`config.mk`:
```
export PLATFORM = sky130hd
export DESIGN_NAME = mmba_front
export DESIGN_NICKNAME = d
export VERILOG_FILES = /design/src/hdl/memory_map_byte_access_unit_macros.svh /design/src/hdl/mmba_pkg.sv /design/src/hdl/mmba_front.sv
export SDC_FILE = /design/constraint.sdc
export NUM_CORES = 1
export LEC_CHECK = 0
export ABC_AREA = 1
export ABC_CLOCK_PERIOD_IN_PS = 1500
export BUFFER_PORTS_ARGS = -buffer_cell sky130_fd_sc_hd__buf_2
export CAP_MARGIN = 20
export CORE_ASPECT_RATIO = 1.25
export CORE_MARGIN = 8
export CORE_UTILIZATION = 34
export DETAILED_ROUTE_END_ITERATION = 8
export PLACE_DENSITY = 0.93
export SYNTH_ARGS = -nofsm -noshare
export SYNTH_HDL_FRONTEND = slang
export SYNTH_SLANG_ARGS = --single-unit
```
`constraint.sdc`:
```
create_clock -name vclk -period 1.5
set_input_delay 0.15 -clock vclk [all_inputs]
set_output_delay 0.15 -clock vclk [all_outputs]
set_load 0.03 [all_outputs]
```
`src/hdl/memory_map_byte_access_unit_macros.svh`:
```
// Assertion helpers shared by the memory map unit.
`ifndef MEMORY_MAP_BYTE_ACCESS_UNIT_MACROS_SVH
`define MEMORY_MAP_BYTE_ACCESS_UNIT_MACROS_SVH

// Same-cycle implication, disabled while reset is high.
`define MMBA_ASSERT_SAME(label, clk, rst, ante, cons) \
   label: assert property (@(posedge clk) disable iff (rst) (ante) |-> (cons)) \
      else $error("mmba assertion failed");

// Next-cycle implication, disabled while reset is high.
`define MMBA_ASSERT_NEXT(label, clk, rst, ante, cons) \
   label: assert property (@(posedge clk) disable iff (rst) (ante) |=> (cons)) \
      else $error("mmba assertion failed");

`endif

```
`src/hdl/mmba_pkg.sv`:
```
package mmba_pkg;

   localparam int INSTR_ADDR_BITS = 16;
   localparam int DATA_ADDR_BITS  = 16;
   localparam int CLR_BITS        = (INSTR_ADDR_BITS > DATA_ADDR_BITS) ?
                                    INSTR_ADDR_BITS : DATA_ADDR_BITS;
   localparam int LEN_BITS        = INSTR_ADDR_BITS + 1;
   localparam int OFF_BITS        = 26;

   localparam int QUEUE_DEPTH     = 2;
   localparam int QUEUE_PTR_BITS  = 1;
   localparam int COUNT_BITS      = 2;

   typedef logic [LEN_BITS-1:0]        len_type;
   typedef logic [OFF_BITS-1:0]        off_type;
   typedef logic [CLR_BITS-1:0]        clr_addr_type;
   typedef logic [INSTR_ADDR_BITS-1:0] instr_addr_type;
   typedef logic [DATA_ADDR_BITS-1:0]  data_addr_type;
   typedef logic [COUNT_BITS-1:0]      count_type;
   typedef logic [QUEUE_PTR_BITS-1:0]  qptr_type;

   localparam len_type INSTR_SIZE = len_type'(1) << INSTR_ADDR_BITS;

   localparam logic [31:0] INSTR_BASE  = 32'h1000_0000;
   localparam logic [31:0] INSTR_LIMIT = 32'h1100_0000;
   localparam logic [31:0] DATA_BASE   = 32'h2000_0000;
   localparam logic [31:0] DATA_LIMIT  = 32'h2400_0000;
   localparam logic [31:0] GETC_BASE   = 32'h3000_0000;
   localparam logic [31:0] PUTC_BASE   = 32'h3000_0004;
   localparam logic [31:0] PUTC_LIMIT  = 32'h3000_0008;
   localparam logic [7:0]  FILL_BYTE   = 8'hFF;

   typedef enum logic [2:0] {
      CMD_READ       = 3'd0,
      CMD_WRITE      = 3'd1,
      CMD_LOAD       = 3'd2,
      CMD_GETC_FILL  = 3'd3,
      CMD_PUTC_FLUSH = 3'd4
   } cmd_type;

   typedef enum logic [3:0] {
      ACT_FAULT,
      ACT_READ_INSTR,
      ACT_READ_DATA,
      ACT_READ_GETC,
      ACT_WRITE_DATA,
      ACT_WRITE_PUTC,
      ACT_LOAD,
      ACT_GETC_FILL,
      ACT_PUTC_FLUSH
   } action_type;

   typedef enum logic [1:0] {
      SRC_REG,
      SRC_INSTR,
      SRC_DATA
   } src_type;

   typedef struct packed {
      action_type action;
      off_type    offset;
      logic       in_store;
      logic [7:0] data_byte;
      logic       end_of_input;
   } entry_type;

   typedef struct packed {
      logic      valid;
      entry_type entry;
   } push_type;

   typedef struct packed {
      src_type    src;
      logic [7:0] rd_byte;
      logic       status;
      logic       putc_valid;
      logic [7:0] putc_byte;
   } exec_type;

endpackage

```
`src/hdl/mmba_front.sv`:
```
module mmba_front (
   input  logic                req_valid,
   output logic                req_ready,
   input  logic [2:0]          req_cmd,
   input  logic [31:0]         req_address,
   input  logic [7:0]          req_data_byte,
   input  logic                req_end_of_input,
   input  logic                queue_full,
   input  logic                clearing,
   output mmba_pkg::push_type  push
);

   logic                 is_instr;
   logic                 is_data;
   logic                 is_getc;
   logic                 is_putc;
   logic                 load_ok;
   mmba_pkg::off_type    offset;
   mmba_pkg::action_type action;

   assign is_instr = (req_address >= mmba_pkg::INSTR_BASE) &&
                     (req_address <  mmba_pkg::INSTR_LIMIT);
   assign is_data  = (req_address >= mmba_pkg::DATA_BASE) &&
                     (req_address <  mmba_pkg::DATA_LIMIT);
   assign is_getc  = (req_address >= mmba_pkg::GETC_BASE) &&
                     (req_address <  mmba_pkg::PUTC_BASE);
   assign is_putc  = (req_address >= mmba_pkg::PUTC_BASE) &&
                     (req_address <  mmba_pkg::PUTC_LIMIT);
   assign load_ok  = (req_address >> mmba_pkg::INSTR_ADDR_BITS) ==
                     (mmba_pkg::INSTR_BASE >> mmba_pkg::INSTR_ADDR_BITS);

   // region bases are aligned, so the low address bits are the offset
   assign offset = req_address[mmba_pkg::OFF_BITS-1:0];

   always_comb begin
      unique case (mmba_pkg::cmd_type'(req_cmd))
         mmba_pkg::CMD_READ: begin
            if (is_instr)     action = mmba_pkg::ACT_READ_INSTR;
            else if (is_data) action = mmba_pkg::ACT_READ_DATA;
            else if (is_getc) action = mmba_pkg::ACT_READ_GETC;
            else              action = mmba_pkg::ACT_FAULT;
         end
         mmba_pkg::CMD_WRITE: begin
            if (is_data)      action = mmba_pkg::ACT_WRITE_DATA;
            else if (is_putc) action = mmba_pkg::ACT_WRITE_PUTC;
            else              action = mmba_pkg::ACT_FAULT;
         end
         mmba_pkg::CMD_LOAD: begin
            action = load_ok ? mmba_pkg::ACT_LOAD : mmba_pkg::ACT_FAULT;
         end
         mmba_pkg::CMD_GETC_FILL:  action = mmba_pkg::ACT_GETC_FILL;
         mmba_pkg::CMD_PUTC_FLUSH: action = mmba_pkg::ACT_PUTC_FLUSH;
         default:                  action = mmba_pkg::ACT_FAULT;
      endcase
   end

   assign req_ready = !queue_full && !clearing;

   always_comb begin
      push.valid              = req_valid && req_ready;
      push.entry.action       = action;
      push.entry.offset       = offset;
      push.entry.in_store     = (offset >> mmba_pkg::DATA_ADDR_BITS) == '0;
      push.entry.data_byte    = req_data_byte;
      push.entry.end_of_input = req_end_of_input;
   end

endmodule

```
==> results.py, run 1 <==
metrics = {
    "layout": {
        "n_clock_buffer": 0,
        "num-fill-cells": 197,
        "nets": 196,
        "area_delta_synth_final_pct": 15.65,
        "drive_gt1_share_pct": 51.70,
        "diodes": 0,
        "design.seq.count": 0,
        "final_cell_mix": "buf_2 (67), nand2_1 (20), nor2_1 (20)",
        "register_area_um2": 0,
        "multiInputGateArea_um2": 270.3,
        "final_cells": 166,
        "final_common_cell": "buf_2",
    },
    "min_path": {
        "min_to": "push[10]",
        "min_path_type": "in2out",
        "hold_depth": 0,
        "worstHoldStart": "req_address[0]",
    },
    "power": {
        "leakage_nw": 0.4846,
        "powerDensity_nw_per_um2": 315.1,
        "max-vdd-ir-drop_mv": 0.1130,
    },
    "setup_path": {
        "cp-end-kind": "output pin",
        "crit_arrival_ns": 1.12,
        "critPathMaxFanout": 2,
        "crit_path_start_kind": "input pin",
        "cp.required_ns": 1.35,
        "crit_type": "in2out",
    },
    "sta": {
        "hold_viol": 0,
        "max_slew.worst_pin.slew_ns": 0.2255,
        "max_slew_margin_pct": 84.85,
        "finalSetupViolCount": 0,
        "min_period_over_period_pct": 84.47,
        "fmax_ghz": 0.7893,
        "drv_slew": 0,
        "rsz0062_at_grt": "no",
        "final.min_clock_period_ns": 1.267,
        "fin_setup_tns_ns": 0,
    },
    "floorplanning": {
        "dieArea_um2": 3437,
        "io_pins": 89,
        "start_util_pct": 35.29,
        "rows": 17,
        "core_region_area_um2": 1744,
        "die_w_um": 54.06,
        "die_h_um": 63.58,
    },
    "logic_synthesis": {
        "synth_cells": 115,
        "ys_types": 17,
        "synth_seq_area_share_pct": 0,
        "yosysWarnings": 0,
        "netlist_area_um2": 615.6,
        "syn_nets": 162,
        "synth.avg_cell_area_um2": 5.353,
    },
    "cts": {
        "post_cts_buffers": 0,
        "postCtsHoldBufs": 0,
        "ctsResizeCount": 0,
    },
    "placed_design": {
        "place_inst": 166,
        "dp_hpwl_um": 1603,
        "io_buffers": 67,
        "gp_congestion": 0.7325,
    },
    "global_routing": {
        "grt_pass1_wl_um": 2539,
        "antenna_found_initial": 0,
        "grtUsageTotal_pct": 8.603,
        "grt-ovfl-total": 0,
        "grt_max_degree": 6,
        "grt_pass1_vias": 724,
    },
    "drt": {
        "drt_iter0_markers": 0,
        "route.detailed.drc": 0,
        "vias": 714,
        "drt_wl_total_um": 1682,
        "wire_per_inst_um": 10.13,
        "via_per_inst": 4.301,
        "dr.pass1.iters": 1,
        "ant_nets": 0,
    },
    "job": {
        "maxCapViolations": 0,
    },
    "run_status": {
        "outcome": "complete, no violations",
    },
}
## area by class of cell
type	count	area share (%)
multi-input cells	58	37.96
repair buffers	67	47.10
well taps	19	3.339
inverters	22	11.60
## critical path, cell delays in order
cell and delay (ns):
buf_2 0.10, nor2_1 0.10, nand2_1 0.08, nor2_1 0.10, nand3_1 0.10, clkinv_1 0.07
nand3_2 0.08, nand2_1 0.06, nand2_1 0.04, nand2_1 0.05, buf_2 0.19
## cell usage after synthesis (all sizes together)
cell type / instances / area [µm²]
buf: 35 / 262.8
inv: 21 / 78.82
nor3b: 1 / 7.510
nand3: 4 / 30.03
or2: 1 / 6.260
o21ai: 1 / 5.000
nor3: 6 / 35.03
nand4: 2 / 12.51
nand2: 21 / 81.33
clkinv: 1 / 3.750
nor2: 22 / 92.59
## worst max-delay path by stage
stage	cells past startpoint	slack, ns	from	endpoint
finish	11	0.23	req_address[21]	push[36]
global route	11	0.04	req_address[21]	push[37]
CTS	11	0.20	req_address[21]	push[36]
detailed placement	11	0.20	req_address[21]	push[36]
global placement	11	0.21	req_address[21]	push[36]
floorplan	9	0.36	req_address[25]	push[38]
## metal layers
metal  global-route usage [%]  part of all wire, %
met5                        0                    0
met4                    1.852                  1.6
met3                    1.174                   15
met2                    17.44                   46
met1                    8.257                   38
## cell families after synthesis
kind of cell / count (synthesis) / share of synthesized area (%)
simple gates: 57 / 43.09
buf+inv: 57 / 56.10
compound gates: 1 / 0.8122
## report_power, final
| part | leakage, nW | internal, mW | switching (mW) |
|---|---|---|---|
| Combinational | 0.485 | 0.0765 | 0.148 |
| Sequential | 0 | 0 | 0 |
| Clock | 0 | 0 | 0 |
| Total | 0.485 | 0.0765 | 0.148 |
## through the flow
stage                     setup slack (ns)  utilization [%]  total power [mW]  cell area (µm²)  hold slack (ns)
after floorplan                     0.3628                -            0.2274            615.6           0.4073
after global placement              0.2075            40.82            0.2247            711.9           0.3002
after detailed placement            0.1983            40.82            0.2270            711.9           0.3002
after CTS                           0.1967            40.82            0.2275            711.9           0.3002
after global routing               0.04075            40.82            0.2429            711.9           0.3000
final                               0.2330            40.82            0.2243            711.9           0.3000
No activity file was read; power rests on OpenSTA's default activity.
==> inputs of run 2 (changes only) <==
--- a/config.mk
+++ b/config.mk
@@ -6,14 +6,14 @@
 export NUM_CORES = 1
 export LEC_CHECK = 0
 export ABC_AREA = 1
-export ABC_CLOCK_PERIOD_IN_PS = 1500
+export ABC_CLOCK_PERIOD_IN_PS = 1100
 export BUFFER_PORTS_ARGS = -buffer_cell sky130_fd_sc_hd__buf_2
 export CAP_MARGIN = 20
 export CORE_ASPECT_RATIO = 1.25
 export CORE_MARGIN = 8
-export CORE_UTILIZATION = 34
+export CORE_UTILIZATION = 29
 export DETAILED_ROUTE_END_ITERATION = 8
-export PLACE_DENSITY = 0.93
+export PLACE_DENSITY = 0.85
 export SYNTH_ARGS = -nofsm -noshare
 export SYNTH_HDL_FRONTEND = slang
 export SYNTH_SLANG_ARGS = --single-unit
==> constraint.sdc (replaced) <==
create_clock -name vclk -period 1.1
set_input_delay 0.11 -clock vclk [all_inputs]
set_output_delay 0.11 -clock vclk [all_outputs]
set_load 0.03 [all_outputs]
==> results.py, run 2 (synthesis results as in run 1) <==
metrics = {
    "setup_path": {
        "crit_arrival_ns": 1.05,
        "crit_type": "in2out",
        "crit_chain": "buf_6, inv_4, nand2_4, nor2_4, nand3_2, nor2_1, nand2_1, nand2_1, nor2_1, o21ai_1, buf_4",
        "path_delay_family": "simple AND/OR/NAND/NOR gates",
        "cp.required_ns": 0.99,
        "cp_slowest_cell": "buf_4",
        "slowest_delay_ns": 0.18,
        "critPathBufInv": 3,
        "critPathMaxFanout": 3,
        "cp-end-kind": "output pin",
        "crit_path_start_kind": "input pin",
    },
    "min_path": {
        "hold_depth": 0,
        "min_to": "push[4]",
        "min_path_type": "in2out",
        "worstHoldStart": "req_data_byte[3]",
    },
    "global_routing": {
        "antenna_found_initial": 0,
        "grtUsageTotal_pct": 8.619,
        "grt-ovfl-total": 0,
        "grt_max_degree": 5,
        "grt_pass1_vias": 805,
        "grt_pass1_wl_um": 2994,
    },
    "placed_design": {
        "place_inst": 173,
        "gp_congestion": 0.7686,
        "dp_hpwl_um": 1724,
        "io_buffers": 67,
    },
    "layout": {
        "area_delta_synth_final_pct": 49.59,
        "n_clock_buffer": 0,
        "drive_gt1_share_pct": 64.71,
        "final_common_cell": "buf_2",
        "design.seq.count": 0,
        "final_cell_mix": "buf_2 (50), nand2_1 (16), buf_6 (16)",
        "final_cells": 173,
        "nets": 202,
        "register_area_um2": 0,
        "diodes": 0,
    },
    "drt": {
        "dr.pass1.iters": 4,
        "drt_iter0_markers": 7,
        "route.detailed.drc": 0,
        "via_per_inst": 4.318,
        "drt_wl_total_um": 1953,
        "wire_per_inst_um": 11.29,
        "ant_nets": 0,
        "vias": 747,
    },
    "sta": {
        "max_slew.worst_pin.slew_ns": 0.2403,
        "fin_hold_ws_ns": 0.2200,
        "fin_ws_ns": -0.05572,
        "fmax_ghz": 0.8653,
        "min_period_over_period_pct": 105.1,
        "finalSetupViolCount": 3,
        "rsz0062_at_grt": "yes",
        "max_slew_margin_pct": 83.85,
        "hold_viol": 0,
        "final.min_clock_period_ns": 1.156,
        "drv_slew": 0,
    },
    "power": {
        "finalPower_mw": 0.3768,
        "leakage_nw": 0.5517,
        "max-vdd-ir-drop_mv": 0.1977,
        "powerDensity_nw_per_um2": 409.2,
    },
    "floorplanning": {
        "die_h_um": 67.51,
        "core_region_area_um2": 1982,
        "die_w_um": 57.21,
        "start_util_pct": 31.06,
        "io_pins": 89,
        "dieArea_um2": 3862,
        "rows": 18,
    },
    "job": {
        "maxCapViolations": 0,
    },
    "run_status": {
        "outcome": "complete, but fails checks",
        "violations": "negative setup slack",
    },
}
## run 2: changes by cell type in the layout (fill, tap and decap cells not counted), sizes merged
cell / change
buf: +6
## run 2: worst max-delay path by stage
stage          cells past startpoint             from  endpoint  slack [ns]
4_1_cts                            9  req_address[17]  push[38]       -0.06
2_1_floorplan                      9  req_address[25]  push[38]        0.04
3_3_place_gp                      11  req_address[21]  push[36]       -0.12
6_report                          11  req_address[24]  push[38]       -0.06
3_5_place_dp                      11  req_address[21]  push[37]       -0.13
5_1_grt                           11  req_address[16]  push[37]       -0.16
## run 2: timing repair
item | CTS | global route
hold buffers | 0 | 0
gates resized for setup | 13 | 28
buffers inserted | 0 | 0
pin swaps | 2 | 23
setup endpoints to repair | 3 | 3
## run 2: stage by stage
stage | util, % | instance area, µm² | setup WS (ns) | TNS [ns]
2_1_floorplan | - | 615.6 | 0.04280 | 0
3_3_place_gp | 38.26 | 758.2 | -0.1168 | -0.3296
3_5_place_dp | 38.26 | 758.2 | -0.1276 | -0.3540
4_1_cts | 41.10 | 814.5 | -0.05774 | -0.1588
5_1_grt | 46.46 | 920.9 | -0.1642 | -0.4602
6_report | 46.46 | 920.9 | -0.05572 | -0.1548
## run 2: per-layer routing
metal | up-vias | share of wire (%) | track usage (%) | wire [µm]
li1 | 380 | - | - | -
met1 | 306 | 37 | 7.479 | 723
met2 | 49 | 47 | 16.85 | 915
met3 | 12 | 13 | 3.940 | 249
met4 | 0 | 3.3 | 3.235 | 65
met5 | - | 0 | 0 | 0
## run 2: layout make-up
class / count / area, µm²
Timing Repair Buffer: 73 / 483.0
Multi-Input combinational cell: 58 / 325.3
Tap cell: 20 / 25.02
Fill cell: 216 / 1061
Inverter: 22 / 87.58
## run 2: power by group
part / switching (mW) / internal (mW)
Combinational: 0.222 / 0.155
Sequential: 0 / 0
Clock: 0 / 0
