File: config.mk
export PLATFORM = sky130hd
export DESIGN_NAME = mmba_queue
export DESIGN_NICKNAME = d
export VERILOG_FILES = /design/src/hdl/mmba_pkg.sv /design/src/hdl/mmba_queue.sv
export VERILOG_INCLUDE_DIRS = /design/src /design/src/hdl
export SDC_FILE = /design/constraint.sdc
export NUM_CORES = 1
export LEC_CHECK = 0
export BUFFER_PORTS_ARGS = -buffer_cell sky130_fd_sc_hd__buf_2
export CAP_MARGIN = 20
export CORE_ASPECT_RATIO = 1.25
export CORE_MARGIN = 1
export CORE_UTILIZATION = 55
export DETAILED_ROUTE_END_ITERATION = 16
export PLACE_DENSITY = 0.91
export SYNTH_ARGS = -nofsm -noshare
export SYNTH_HDL_FRONTEND = slang
export SYNTH_SLANG_ARGS = --single-unit
export TNS_END_PERCENT = 100
File: constraint.sdc
create_clock -name clock -period 3.7 [get_ports clock]
set_input_delay 0.185 -clock clock [delete_from_list [all_inputs] [get_ports clock]]
set_output_delay 0.185 -clock clock [all_outputs]
set_load 0.02 [all_outputs]
File: src/hdl/memory_map_byte_access_unit_macros.svh
// Assertion helpers shared by the memory map unit.
`ifndef MEMORY_MAP_BYTE_ACCESS_UNIT_MACROS_SVH
`define MEMORY_MAP_BYTE_ACCESS_UNIT_MACROS_SVH

// Same-cycle implication, disabled while reset is high.
`define MMBA_ASSERT_SAME(label, clk, rst, ante, cons) \
   label: assert property (@(posedge clk) disable iff (rst) (ante) |-> (cons)) \
      else $error("mmba assertion failed");

// Next-cycle implication, disabled while reset is high.
`define MMBA_ASSERT_NEXT(label, clk, rst, ante, cons) \
   label: assert property (@(posedge clk) disable iff (rst) (ante) |=> (cons)) \
      else $error("mmba assertion failed");

`endif

File: src/hdl/mmba_pkg.sv
package mmba_pkg;

   localparam int INSTR_ADDR_BITS = 16;
   localparam int DATA_ADDR_BITS  = 16;
   localparam int CLR_BITS        = (INSTR_ADDR_BITS > DATA_ADDR_BITS) ?
                                    INSTR_ADDR_BITS : DATA_ADDR_BITS;
   localparam int LEN_BITS        = INSTR_ADDR_BITS + 1;
   localparam int OFF_BITS        = 26;

   localparam int QUEUE_DEPTH     = 2;
   localparam int QUEUE_PTR_BITS  = 1;
   localparam int COUNT_BITS      = 2;

   typedef logic [LEN_BITS-1:0]        len_type;
   typedef logic [OFF_BITS-1:0]        off_type;
   typedef logic [CLR_BITS-1:0]        clr_addr_type;
   typedef logic [INSTR_ADDR_BITS-1:0] instr_addr_type;
   typedef logic [DATA_ADDR_BITS-1:0]  data_addr_type;
   typedef logic [COUNT_BITS-1:0]      count_type;
   typedef logic [QUEUE_PTR_BITS-1:0]  qptr_type;

   localparam len_type INSTR_SIZE = len_type'(1) << INSTR_ADDR_BITS;

   localparam logic [31:0] INSTR_BASE  = 32'h1000_0000;
   localparam logic [31:0] INSTR_LIMIT = 32'h1100_0000;
   localparam logic [31:0] DATA_BASE   = 32'h2000_0000;
   localparam logic [31:0] DATA_LIMIT  = 32'h2400_0000;
   localparam logic [31:0] GETC_BASE   = 32'h3000_0000;
   localparam logic [31:0] PUTC_BASE   = 32'h3000_0004;
   localparam logic [31:0] PUTC_LIMIT  = 32'h3000_0008;
   localparam logic [7:0]  FILL_BYTE   = 8'hFF;

   typedef enum logic [2:0] {
      CMD_READ       = 3'd0,
      CMD_WRITE      = 3'd1,
      CMD_LOAD       = 3'd2,
      CMD_GETC_FILL  = 3'd3,
      CMD_PUTC_FLUSH = 3'd4
   } cmd_type;

   typedef enum logic [3:0] {
      ACT_FAULT,
      ACT_READ_INSTR,
      ACT_READ_DATA,
      ACT_READ_GETC,
      ACT_WRITE_DATA,
      ACT_WRITE_PUTC,
      ACT_LOAD,
      ACT_GETC_FILL,
      ACT_PUTC_FLUSH
   } action_type;

   typedef enum logic [1:0] {
      SRC_REG,
      SRC_INSTR,
      SRC_DATA
   } src_type;

   typedef struct packed {
      action_type action;
      off_type    offset;
      logic       in_store;
      logic [7:0] data_byte;
      logic       end_of_input;
   } entry_type;

   typedef struct packed {
      logic      valid;
      entry_type entry;
   } push_type;

   typedef struct packed {
      src_type    src;
      logic [7:0] rd_byte;
      logic       status;
      logic       putc_valid;
      logic [7:0] putc_byte;
   } exec_type;

endpackage

File: src/hdl/mmba_queue.sv
`include "memory_map_byte_access_unit_macros.svh"

module mmba_queue (
   input  logic                clock,
   input  logic                reset,
   input  mmba_pkg::push_type  push,
   output logic                full,
   output mmba_pkg::push_type  head,
   input  logic                pop
);

   mmba_pkg::entry_type  entries_ff [mmba_pkg::QUEUE_DEPTH];
   mmba_pkg::qptr_type   wr_ptr_ff, wr_ptr_in;
   mmba_pkg::qptr_type   rd_ptr_ff, rd_ptr_in;
   mmba_pkg::count_type  count_ff, count_in;
   logic                 do_pop;

   assign full       = count_ff == mmba_pkg::count_type'(mmba_pkg::QUEUE_DEPTH);
   assign head.valid = count_ff != '0;
   assign head.entry = entries_ff[rd_ptr_ff];
   assign do_pop     = pop && head.valid;

   always_comb begin
      wr_ptr_in = push.valid ? wr_ptr_ff + 1'b1 : wr_ptr_ff;
      rd_ptr_in = do_pop ? rd_ptr_ff + 1'b1 : rd_ptr_ff;
      count_in  = count_ff;
      if (push.valid && !do_pop) count_in = count_ff + 1'b1;
      if (!push.valid && do_pop) count_in = count_ff - 1'b1;
   end

   always_ff @(posedge clock) begin
      if (reset) begin
         wr_ptr_ff <= '0;
         rd_ptr_ff <= '0;
         count_ff  <= '0;
      end else begin
         wr_ptr_ff <= wr_ptr_in;
         rd_ptr_ff <= rd_ptr_in;
         count_ff  <= count_in;
      end
   end

   always_ff @(posedge clock) begin
      if (push.valid) entries_ff[wr_ptr_ff] <= push.entry;
   end

   `MMBA_ASSERT_SAME(a_count_bound, clock, reset, 1'b1, count_ff <= mmba_pkg::count_type'(mmba_pkg::QUEUE_DEPTH))
   `MMBA_ASSERT_SAME(a_no_push_when_full, clock, reset, full, !push.valid)
   `MMBA_ASSERT_NEXT(a_pop_shrinks, clock, reset, do_pop && !push.valid, count_ff == mmba_pkg::count_type'($past(count_ff) - 1'b1))

endmodule

==> results.ini, run 1 <==
[outcome]
status = completed

[floorplanning]
initial_core_util_pct = 57.1
die_area_um2 = 5920
ios = 86
die_x_um = 69.0
core-area_um2 = 5410
fp-row-count = 30
fp.dieH_um = 85.8

[yosys]
syn_nets = 192
synth_top_family_by_area = multiplexers
synth_xor_area_share_pct = 1.13
avgSynthCellArea_um2 = 21.0
synthAdderAreaFrac_pct = 0.405
synth.yosys.seq_area_share_pct = 81.0
ys_ff_latch = 85
synth.cell_area_um2 = 3090
synth_compound_area_share_pct = 0.567
synthMuxAreaShare_pct = 14.6
ys_warn_count = 0
synth_simple_gate_area_share_pct = 1.50
syn_inst = 147
synth.distinct_cells = 16

[clocking]
cts_buffer_depth = 2
cts_buffers = 9
cts_tree = built
cts-hold-fix-buffers = 0
cts_setup_buffers = 0
root_buffer = clkbuf_8
cts_sinks = 85
htreeDepth = 3
post_cts_resized = 0
clkTransAtPathRegs_ns = 0.08
clkLatencyLatePin_ns = 0.34

[sta]
finalCriticalPeriod_ns = 2.10
finalWorstSetupSlack_ns = 1.60
relSlewSlack_pct = 34.9
max_freq_mhz = 476
hold_violations = 0
rsz0062_at_grt = no
fin_worst_skew_ns = 0.00380
worst_slew_pin_slew_ns = 0.977
setup_violations = 0
drv_slew = 0
period_share_pct = 56.8
tns_ns = 0

[power_and_ir_drop]
vdd_ir_drop_max_v = 0.000557
power_density_nw_per_um2 = 657
p_leak_nw = 1.46

[drt]
vias_per_cell = 5.30
first_pass_iters = 4
vias = 1639
drt-initial-drc-count = 112
wl_per_cell_um = 16.6
postRouteAntennaNets = 0
drc_errors = 0
routed_wl_mm = 5.14

[layout]
fin_nets = 285
drive_above_1_share_pct = 58.8
finish.utilization_pct = 71.1
antenna_cells = 0
layout.cells.non_filler = 309
filler_cell_count = 350
mostFrequentLayoutCells = buf_2, edfxtp_1, mux2_2, clkbuf_8
layout_commonest_cell = buf_2
area_growth_pct = 24.4

[critical_path]
r2r-end = entries_ff[1][18]
path_buf_inv = 1
critPathMaxFanout = 40
crit_path_top_delay_cell = dfxtp_2
path_depth = 2
crit_chain = mux2_2 -> buf_2
rrSetupSlack_ns = 2.07
r2r_start = wr_ptr_ff
crit_required_ns = 3.51
crit_path_end_kind = output pin
critPathArrivalTime_ns = 1.92
path_delay_family = flip-flops
reg2reg_depth = 1
max_stage_delay_ns = 0.94
worst_setup_path_start_kind = flip-flop
crit_type = reg2out

[min_path]
whs_path_depth = 1
hp-class = in2reg
min_from = push[2]
hold_path_end = entries_ff[0][2]

[flow_run]
maxCapViolations = 0

[global_route]
grt.total_usage_pct = 18.1
antenna_found_initial = 0
grt_pass1_vias = 1650
grt_first_pass_wirelength_mm = 7.73
grt-ovfl-total = 0
grt_max_degree = 41

[placed_design]
hpwl_mm = 3.19
place_congestion = 0.671
dp_cells = 293
pre_cts_slack_ns = 1.95
io_buffers = 85

-- kinds of logic (layout without fill, tap and decap cells) --
group           Yosys count  after routing
compound gates            3              3
xor+xnor                  4              4
fa+ha+maj                 1              1
buf+inv                   5            103
flops                    85             85
mux                      40             40
simple gates              9              9
-- how the worst max path moves through the flow --
stage | from | end | slack, ns
finish | flip-flop | head[10] | 1.60
global route | flip-flop | head[10] | 1.49
CTS | flip-flop | head[10] | 1.56
detailed placement | flip-flop | head[12] | 1.95
global placement | flip-flop | head[12] | 1.96
floorplan | wr_ptr_ff | entries_ff[0][0] | 1.25
-- registers in the layout, indices dropped and copies added, names as in the netlist, named ones only --
name,count
entries_ff,80
rd_ptr_ff,1
wr_ptr_ff,1
count_ff,2
-- report_power, final --
part / total, W / internal (W) / switching, W
registers: 0.00122 / 0.00113 / 0.0000892
logic: 0.000561 / 0.000264 / 0.000297
clock network: 0.000741 / 0.000446 / 0.000295
total: 0.00252 / 0.00184 / 0.000682
-- metal layers --
metal  part of all wire [%]  up-vias  track usage (%)
met4                    3.7        0             13.9
met3                    4.5       19             4.94
li1                       -      762                -
met1                     38      796             20.7
met5                      0        -                0
met2                     54       62             29.0
-- through the flow --
stage                     hold slack [ns]  total power (W)  area, um2
after floorplan                     0.254          0.00162       3090
after global placement              0.372          0.00178       3580
after detailed placement            0.376          0.00180       3610
after CTS                          0.0124          0.00254       3840
after global routing              0.00435          0.00261       3840
final                              0.0294          0.00252       3840
-- Yosys cell counts --
library cell / n / area, um2
edfxtp_1: 80 / 2400
and2_1: 1 / 6.26
or3_1: 1 / 6.26
inv_1: 1 / 3.75
a21oi_1: 1 / 5.00
buf_2: 4 / 20.0
ha_1: 1 / 12.5
xnor2_1: 3 / 26.3
and2b_2: 1 / 8.76
xor2_1: 1 / 8.76
nor2_1: 5 / 18.8
or2_2: 1 / 6.26
mux2_2: 40 / 450
dfxtp_1: 5 / 100
o21ai_0: 1 / 5.00
o21a_1: 1 / 7.51
-- layout make-up --
cell class	count	area, um2	share of cell area, %
timing repair buffer	86	453	11.8
clock inverter	5	98.8	2.57
clock buffer	11	131	3.42
inverter	1	3.75	0.0977
sequential	85	2500	65.2
multi-input combinational	57	571	14.9
tap	64	80.1	2.08
Power figures use the tool's default switching activity.
==> run 2: changes to the inputs <==
--- a/config.mk
+++ b/config.mk
@@ -10,9 +10,9 @@
 export CAP_MARGIN = 20
 export CORE_ASPECT_RATIO = 1.25
 export CORE_MARGIN = 1
-export CORE_UTILIZATION = 55
+export CORE_UTILIZATION = 51
 export DETAILED_ROUTE_END_ITERATION = 16
-export PLACE_DENSITY = 0.91
+export PLACE_DENSITY = 0.86
 export SYNTH_ARGS = -nofsm -noshare
 export SYNTH_HDL_FRONTEND = slang
 export SYNTH_SLANG_ARGS = --single-unit
==> constraint.sdc (replaced) <==
create_clock -name clock -period 2.1 [get_ports clock]
set_input_delay 0.105 -clock clock [delete_from_list [all_inputs] [get_ports clock]]
set_output_delay 0.105 -clock clock [all_outputs]
set_load 0.02 [all_outputs]
==> run 2 against run 1 <==
  * Non-clock buffer count increased by 43
  * Worst setup slack worse by 1.3 ns
  * Critical path depth up 1
  * Die area grew 7.6%
  * Critical path type unchanged
  * Largest power group unchanged
  * Highest routed layer unchanged
==> results.ini, run 2 (synthesis results as in run 1) <==
[outcome]
status = completed  ; unchanged

[critical_path]
r2r_start = wr_ptr_ff  ; unchanged
worst_setup_path_start_kind = flip-flop  ; unchanged
crit_path_end_kind = output pin  ; unchanged
crit_path_top_delay_cell = dfxtp_2  ; unchanged
crit_type = reg2out  ; unchanged
crit_required_ns = 2.00  ; was 3.51 ns
max_stage_delay_ns = 0.55  ; was 0.94 ns
rrSetupSlack_ns = 0.66  ; was 2.07 ns
crit_chain = buf_12 -> mux2_2 -> buf_2  ; was mux2_2 -> buf_2
critPathArrivalTime_ns = 1.67  ; was 1.92 ns
critPathMaxFanout = 28  ; was 40

[sta]
hold_violations = 0  ; unchanged
setup_violations = 0  ; unchanged
period_share_pct = 84.6
max_freq_mhz = 563
finalWorstSetupSlack_ns = 0.324  ; was 1.60 ns
rsz0062_at_grt = no  ; unchanged
tns_ns = 0  ; unchanged
relSlewSlack_pct = 65.8  ; was 34.9%
worst_slew_pin_slew_ns = 0.512  ; was 0.977 ns
fin_worst_skew_ns = 0.00756  ; was 0.00380 ns
drv_slew = 0  ; unchanged
finalCriticalPeriod_ns = 1.78

[clocking]
cts-hold-fix-buffers = 41  ; was 0
cts_sinks = 85  ; unchanged
post_cts_resized = 0  ; unchanged
clkLatencyLatePin_ns = 0.33  ; was 0.34 ns
cts_buffers = 9  ; unchanged
cts_buffer_depth = 2  ; unchanged
root_buffer = clkbuf_8  ; unchanged
cts_tree = built  ; unchanged
htreeDepth = 3  ; unchanged
clkTransAtPathRegs_ns = 0.07  ; was 0.08 ns
cts_setup_buffers = 0  ; unchanged

[power_and_ir_drop]
sw_frac_of_total_pct = 27.3  ; was 27.0%
power_switching_w = 0.00120  ; was 0.000682 W
p_leak_nw = 1.63  ; was 1.46 nW
power_density_nw_per_um2 = 1030  ; was 657 nW/um2
comb_power_share_pct = 26.0  ; was 22.2%
internal_power_w = 0.00320  ; was 0.00184 W
clock_power_share_pct = 26.7  ; was 29.4%
seqPwrFrac_pct = 47.3  ; was 48.4%
vdd_ir_drop_max_v = 0.000867  ; was 0.000557 V

[global_route]
grt_max_degree = 29  ; was 41
grt.total_usage_pct = 18.2  ; was 18.1%
grt_first_pass_wirelength_mm = 8.26  ; was 7.73 mm
grt-ovfl-total = 0  ; unchanged
grt_pass1_vias = 1811  ; was 1650
antenna_found_initial = 0  ; unchanged

[min_path]
hp-class = in2reg  ; unchanged
min_from = push[40]  ; was push[2]

[layout]
layout.cells.non_filler = 353  ; was 309
antenna_cells = 0  ; unchanged
drive_above_1_share_pct = 50.5  ; was 58.8%
filler_cell_count = 388  ; was 350
largest_reg_flops = 80  ; unchanged
reg_top3 = entries_ff x80, count_ff x2  ; unchanged
fin_nets = 328  ; was 285
mostFrequentLayoutCells = buf_2, edfxtp_1, dlygate4sd3_1, mux2_2, clkbuf_8  ; was buf_2, edfxtp_1, mux2_2, clkbuf_8
area_growth_pct = 37.8  ; was 24.4%
layout_commonest_cell = buf_2  ; unchanged
design_area_um2 = 4260  ; was 3840 um2
largest-register = entries_ff  ; unchanged

[drt]
wl_per_cell_um = 15.9  ; was 16.6 um
routed_wl_mm = 5.60  ; was 5.14 mm
first_pass_iters = 4  ; unchanged
drt-initial-drc-count = 75  ; was 112
vias = 1762  ; was 1639
drc_errors = 0  ; unchanged
vias_per_cell = 4.99  ; was 5.30
postRouteAntennaNets = 0  ; unchanged

[floorplanning]
fp.dieH_um = 89.0  ; was 85.8 um
die_area_um2 = 6370  ; was 5920 um2
initial_core_util_pct = 53.1  ; was 57.1%
ios = 86  ; unchanged
core-area_um2 = 5820  ; was 5410 um2
die_x_um = 71.6  ; was 69.0 um
fp-row-count = 31  ; was 30

[flow_run]
maxCapViolations = 0  ; unchanged

[placed_design]
hpwl_mm = 3.30  ; was 3.19 mm
placed_cell_area_um2 = 3650  ; was 3610 um2
io_buffers = 85  ; unchanged
dp_cells = 297  ; was 293
place_congestion = 0.730  ; was 0.671
pre_cts_slack_ns = 0.634  ; was 1.95 ns

## run 2: worst paths after layout
| check | to | cells past startpoint |
|---|---|---|
| setup / recovery | head[11] | 3 |
| hold reg to reg | count_ff[1] | 2 |
| setup reg to reg | entries_ff[1][17] | 2 |
| hold / removal | wr_ptr_ff | 3 |
## run 2: cell type report
type | count | area (um2) | area share [%]
well taps | 66 | 82.6 | 1.94
inverters | 1 | 3.75 | 0.0882
clock buffers | 12 | 135 | 3.17
repair buffers | 129 | 896 | 21.0
multi-input cells | 57 | 571 | 13.4
flip-flops and latches | 85 | 2500 | 58.8
clock inverters | 3 | 65.1 | 1.53
## run 2: worst max-delay path: cells and delay by family, from the launching register on
kind                   cells  cell delay [ns]
muxes                      1             0.36
buffers and inverters      2             0.40
DFF                        1             0.55
## run 2: routing by layer
| layer | vias to the layer above | global-route usage (%) | wire, um |
|---|---|---|---|
| li1 | 841 | - | - |
| met3 | 15 | 2.82 | 242 |
| met5 | - | 0 | 0 |
| met4 | 0 | 11.9 | 159 |
| met1 | 843 | 19.9 | 2190 |
| met2 | 63 | 33.2 | 3020 |
## run 2: metrics by stage
stage	total power (W)	hold WS (ns)	util (%)
floorplan	0.00285	0.174	-
global placement	0.00318	0.293	62.7
detailed placement	0.00320	0.297	62.7
CTS	0.00442	0.0488	73.2
global route	0.00458	0.0683	73.2
finish	0.00440	0.0476	73.2
## run 2: power by group through the flow
stage	sequential, W	clock (W)	combinational [W]
after floorplan	0.00207	0	0.000781
after global placement	0.00211	0	0.00107
after detailed placement	0.00212	0	0.00108
after CTS	0.00208	0.00119	0.00115
after global routing	0.00210	0.00126	0.00122
final	0.00208	0.00118	0.00114
==> run 3: changes to the inputs <==
--- a/config.mk
+++ b/config.mk
@@ -10,9 +10,9 @@
 export CAP_MARGIN = 20
 export CORE_ASPECT_RATIO = 1.25
 export CORE_MARGIN = 1
-export CORE_UTILIZATION = 51
+export CORE_UTILIZATION = 46
 export DETAILED_ROUTE_END_ITERATION = 16
-export PLACE_DENSITY = 0.86
+export PLACE_DENSITY = 0.82
 export SYNTH_ARGS = -nofsm -noshare
 export SYNTH_HDL_FRONTEND = slang
 export SYNTH_SLANG_ARGS = --single-unit
==> constraint.sdc (replaced) <==
create_clock -name clock -period 1.6 [get_ports clock]
set_input_delay 0.08 -clock clock [delete_from_list [all_inputs] [get_ports clock]]
set_output_delay 0.08 -clock clock [all_outputs]
set_load 0.02 [all_outputs]
==> run 3 against run 2 <==
  * Register-to-register slack lost 0.50 ns
  * Utilization shrank 6.2 points
  * Sequential power grew 29%
  * Global-route usage shrank 0.92 points
  * Final cell count grew 7.1%
  * Critical endpoint is now head[6]
  * Highest routed layer unchanged
==> results.ini, run 3 (synthesis results as in run 1) <==
[global_route]
grt.total_usage_pct = 17.3  ; was 18.2%
grt_pass1_vias = 1900  ; was 1811
met3_usage_pct = 4.85  ; was 2.82%
grt_first_pass_wirelength_mm = 8.49  ; was 8.26 mm
use_met1_pct = 17.5  ; was 19.9%
grt-ovfl-total = 0  ; unchanged
grt_max_degree = 23  ; was 29
busiest_layer = met2  ; unchanged
grt_util_met2_pct = 31.4  ; was 33.2%
antenna_found_initial = 0  ; unchanged

[clocking]
htreeDepth = 3  ; unchanged
cts_setup_buffers = 0  ; unchanged
clkTransAtPathRegs_ns = 0.08  ; was 0.07 ns
root_buffer = clkbuf_8  ; unchanged
cts_sinks = 85  ; unchanged
cts_buffer_depth = 2  ; unchanged
cts_tree = built  ; unchanged
clkLatencyLatePin_ns = 0.34  ; was 0.33 ns
cts_buffers = 9  ; unchanged

[min_path]
hold_path_end = wr_ptr_ff  ; unchanged
min_from = push[40]  ; unchanged
hp-class = in2reg  ; unchanged
whs_path_depth = 3  ; unchanged

[critical_path]
path_buf_inv = 2  ; unchanged
max_stage_delay_ns = 0.37  ; was 0.55 ns
critPathArrivalTime_ns = 1.44  ; was 1.67 ns
worst_setup_path_start_kind = flip-flop  ; unchanged
reg2reg_depth = 4  ; was 2
crit_path_end_kind = output pin  ; unchanged
crit_path_top_delay_cell = mux2_2  ; was dfxtp_2
r2r-end = count_ff[1]  ; was entries_ff[1][17]
path_delay_family = buffers and inverters  ; was flip-flops
crit_chain = buf_8 -> mux2_2 -> buf_2  ; was buf_12 -> mux2_2 -> buf_2
crit_type = reg2out  ; unchanged
rrSetupSlack_ns = 0.16  ; was 0.66 ns
crit_required_ns = 1.52  ; was 2.00 ns
r2r_start = count_ff[0]  ; was wr_ptr_ff
critPathMaxFanout = 22  ; was 28

[placed_design]
placed_cell_area_um2 = 3660  ; was 3650 um2
place_congestion = 0.673  ; was 0.730
pre_cts_slack_ns = 0.163  ; was 0.634 ns
io_buffers = 85  ; unchanged
hpwl_mm = 3.27  ; was 3.30 mm

[floorplanning]
initial_core_util_pct = 47.3  ; was 53.1%
core-area_um2 = 6520  ; was 5820 um2
fp-row-count = 33  ; was 31
fp.dieH_um = 93.6  ; was 89.0 um
die_area_um2 = 7050  ; was 6370 um2
ios = 86  ; unchanged
die_x_um = 75.3  ; was 71.6 um

[drt]
wl_per_cell_um = 14.7  ; was 15.9 um
routed_wl_mm = 5.56  ; was 5.60 mm
vias_per_cell = 4.62  ; was 4.99
drc_errors = 0  ; unchanged
postRouteAntennaNets = 0  ; unchanged
drt-initial-drc-count = 65  ; was 75
vias = 1746  ; was 1762
first_pass_iters = 4  ; unchanged

[layout]
fin_nets = 331  ; was 328
area_growth_pct = 41.4  ; was 37.8%
design_area_um2 = 4370  ; was 4260 um2
seq_area_um2 = 2500  ; unchanged
layout_commonest_cell = buf_2  ; unchanged
reg_top3 = entries_ff x80, count_ff x2  ; unchanged
finish.utilization_pct = 66.9  ; was 73.2%
largest-register = entries_ff  ; unchanged
multiInputGateArea_um2 = 571  ; unchanged
largest_reg_flops = 80  ; unchanged
drive_above_1_share_pct = 51.9  ; was 50.5%
filler_cell_count = 474  ; was 388
mostFrequentLayoutCells = buf_2, edfxtp_1, dlygate4sd3_1, mux2_2, clkbuf_8  ; unchanged
antenna_cells = 0  ; unchanged

[power_and_ir_drop]
power_density_nw_per_um2 = 1440  ; was 1030 nW/um2
clock_power_share_pct = 33.0  ; was 26.7%
vdd_ir_drop_max_v = 0.00122  ; was 0.000867 V
sw_frac_of_total_pct = 25.5  ; was 27.3%
seqPwrFrac_pct = 42.7  ; was 47.3%
p_leak_nw = 1.67  ; was 1.63 nW
comb_power_share_pct = 24.3  ; was 26.0%
internal_power_w = 0.00468  ; was 0.00320 W
power_switching_w = 0.00161  ; was 0.00120 W

[sta]
fin_worst_skew_ns = 0.00722  ; was 0.00756 ns
max_freq_mhz = 659
hold_violations = 0  ; unchanged
finalCriticalPeriod_ns = 1.52
setup_violations = 0  ; unchanged
period_share_pct = 94.9
relSlewSlack_pct = 79.5  ; was 65.8%
finalWorstSetupSlack_ns = 0.0821  ; was 0.324 ns
tns_ns = 0  ; unchanged
worst_slew_pin_slew_ns = 0.307  ; was 0.512 ns
whs_ns = 0.0643  ; was 0.0476 ns
rsz0062_at_grt = no  ; unchanged
drv_slew = 0  ; unchanged

[outcome]
status = completed  ; unchanged

[flow_run]
maxCapViolations = 0  ; unchanged

==> run 3: cell types whose count changed in the layout (fill, tap and decap cells not counted) <==
cell,before,now
buf_4,0,4
bufinv_16,2,5
clkinv_2,1,0
buf_12,3,0
buf_8,0,1
clkbuf_1,3,1
clkinv_4,0,1
buf_6,0,1
==> run 3: tightest hold or removal path, cell delays in order <==
cell and delay, ns:
buf_2 0.11, xnor2_1 0.12, nor2_1 0.05
==> run 3: area by class of cell <==
cell class                 count  share of cell area, %
multi-input combinational     57                   13.1
tap                           87                   2.49
timing repair buffer         132                   20.4
clock inverter                 6                   3.64
inverter                       1                 0.0860
sequential                    85                   57.4
clock buffer                  10                   2.92
==> run 3: metal layers <==
metal  vias to the layer above  part of all wire [%]  wire length [um]
li1                        848                     -                 -
met1                       829                    36              1980
met2                        60                    57              3160
met3                         9                   5.7               316
met4                         0                   1.9               103
met5                         -                     0                 0
==> run 3: repair_timing <==
action,4_1_cts,5_1_grt
hold endpoints to repair,85,0
resized for setup,1,2
hold buffers,41,0
setup endpoints to repair,9,19
==> run 3: how the worst max path moves through the flow <==
stage	from	end	slack [ns]	depth (start not counted)
3_5_place_dp	count_ff[0]	count_ff[1]	0.16	4
6_report	flip-flop	head[6]	0.08	3
5_1_grt	flip-flop	head[7]	0.01	3
3_3_place_gp	count_ff[0]	count_ff[1]	0.22	4
4_1_cts	flip-flop	head[16]	0.03	3
2_1_floorplan	wr_ptr_ff	entries_ff[1][0]	0.23	1
==> run 3: metrics by stage <==
stage,power (W),std cells
finish,0.00629,378
global route,0.00654,378
CTS,0.00632,378
detailed placement,0.00417,321
global placement,0.00414,321
floorplan,0.00374,147
==> run 3: power groups by stage <==
stage | logic (W) | clock network (W) | registers (W)
after global placement | 0.00143 | 0 | 0.00272
after floorplan | 0.00103 | 0 | 0.00271
after CTS | 0.00153 | 0.00210 | 0.00268
after global routing | 0.00164 | 0.00219 | 0.00270
final | 0.00153 | 0.00207 | 0.00269
after detailed placement | 0.00144 | 0 | 0.00273
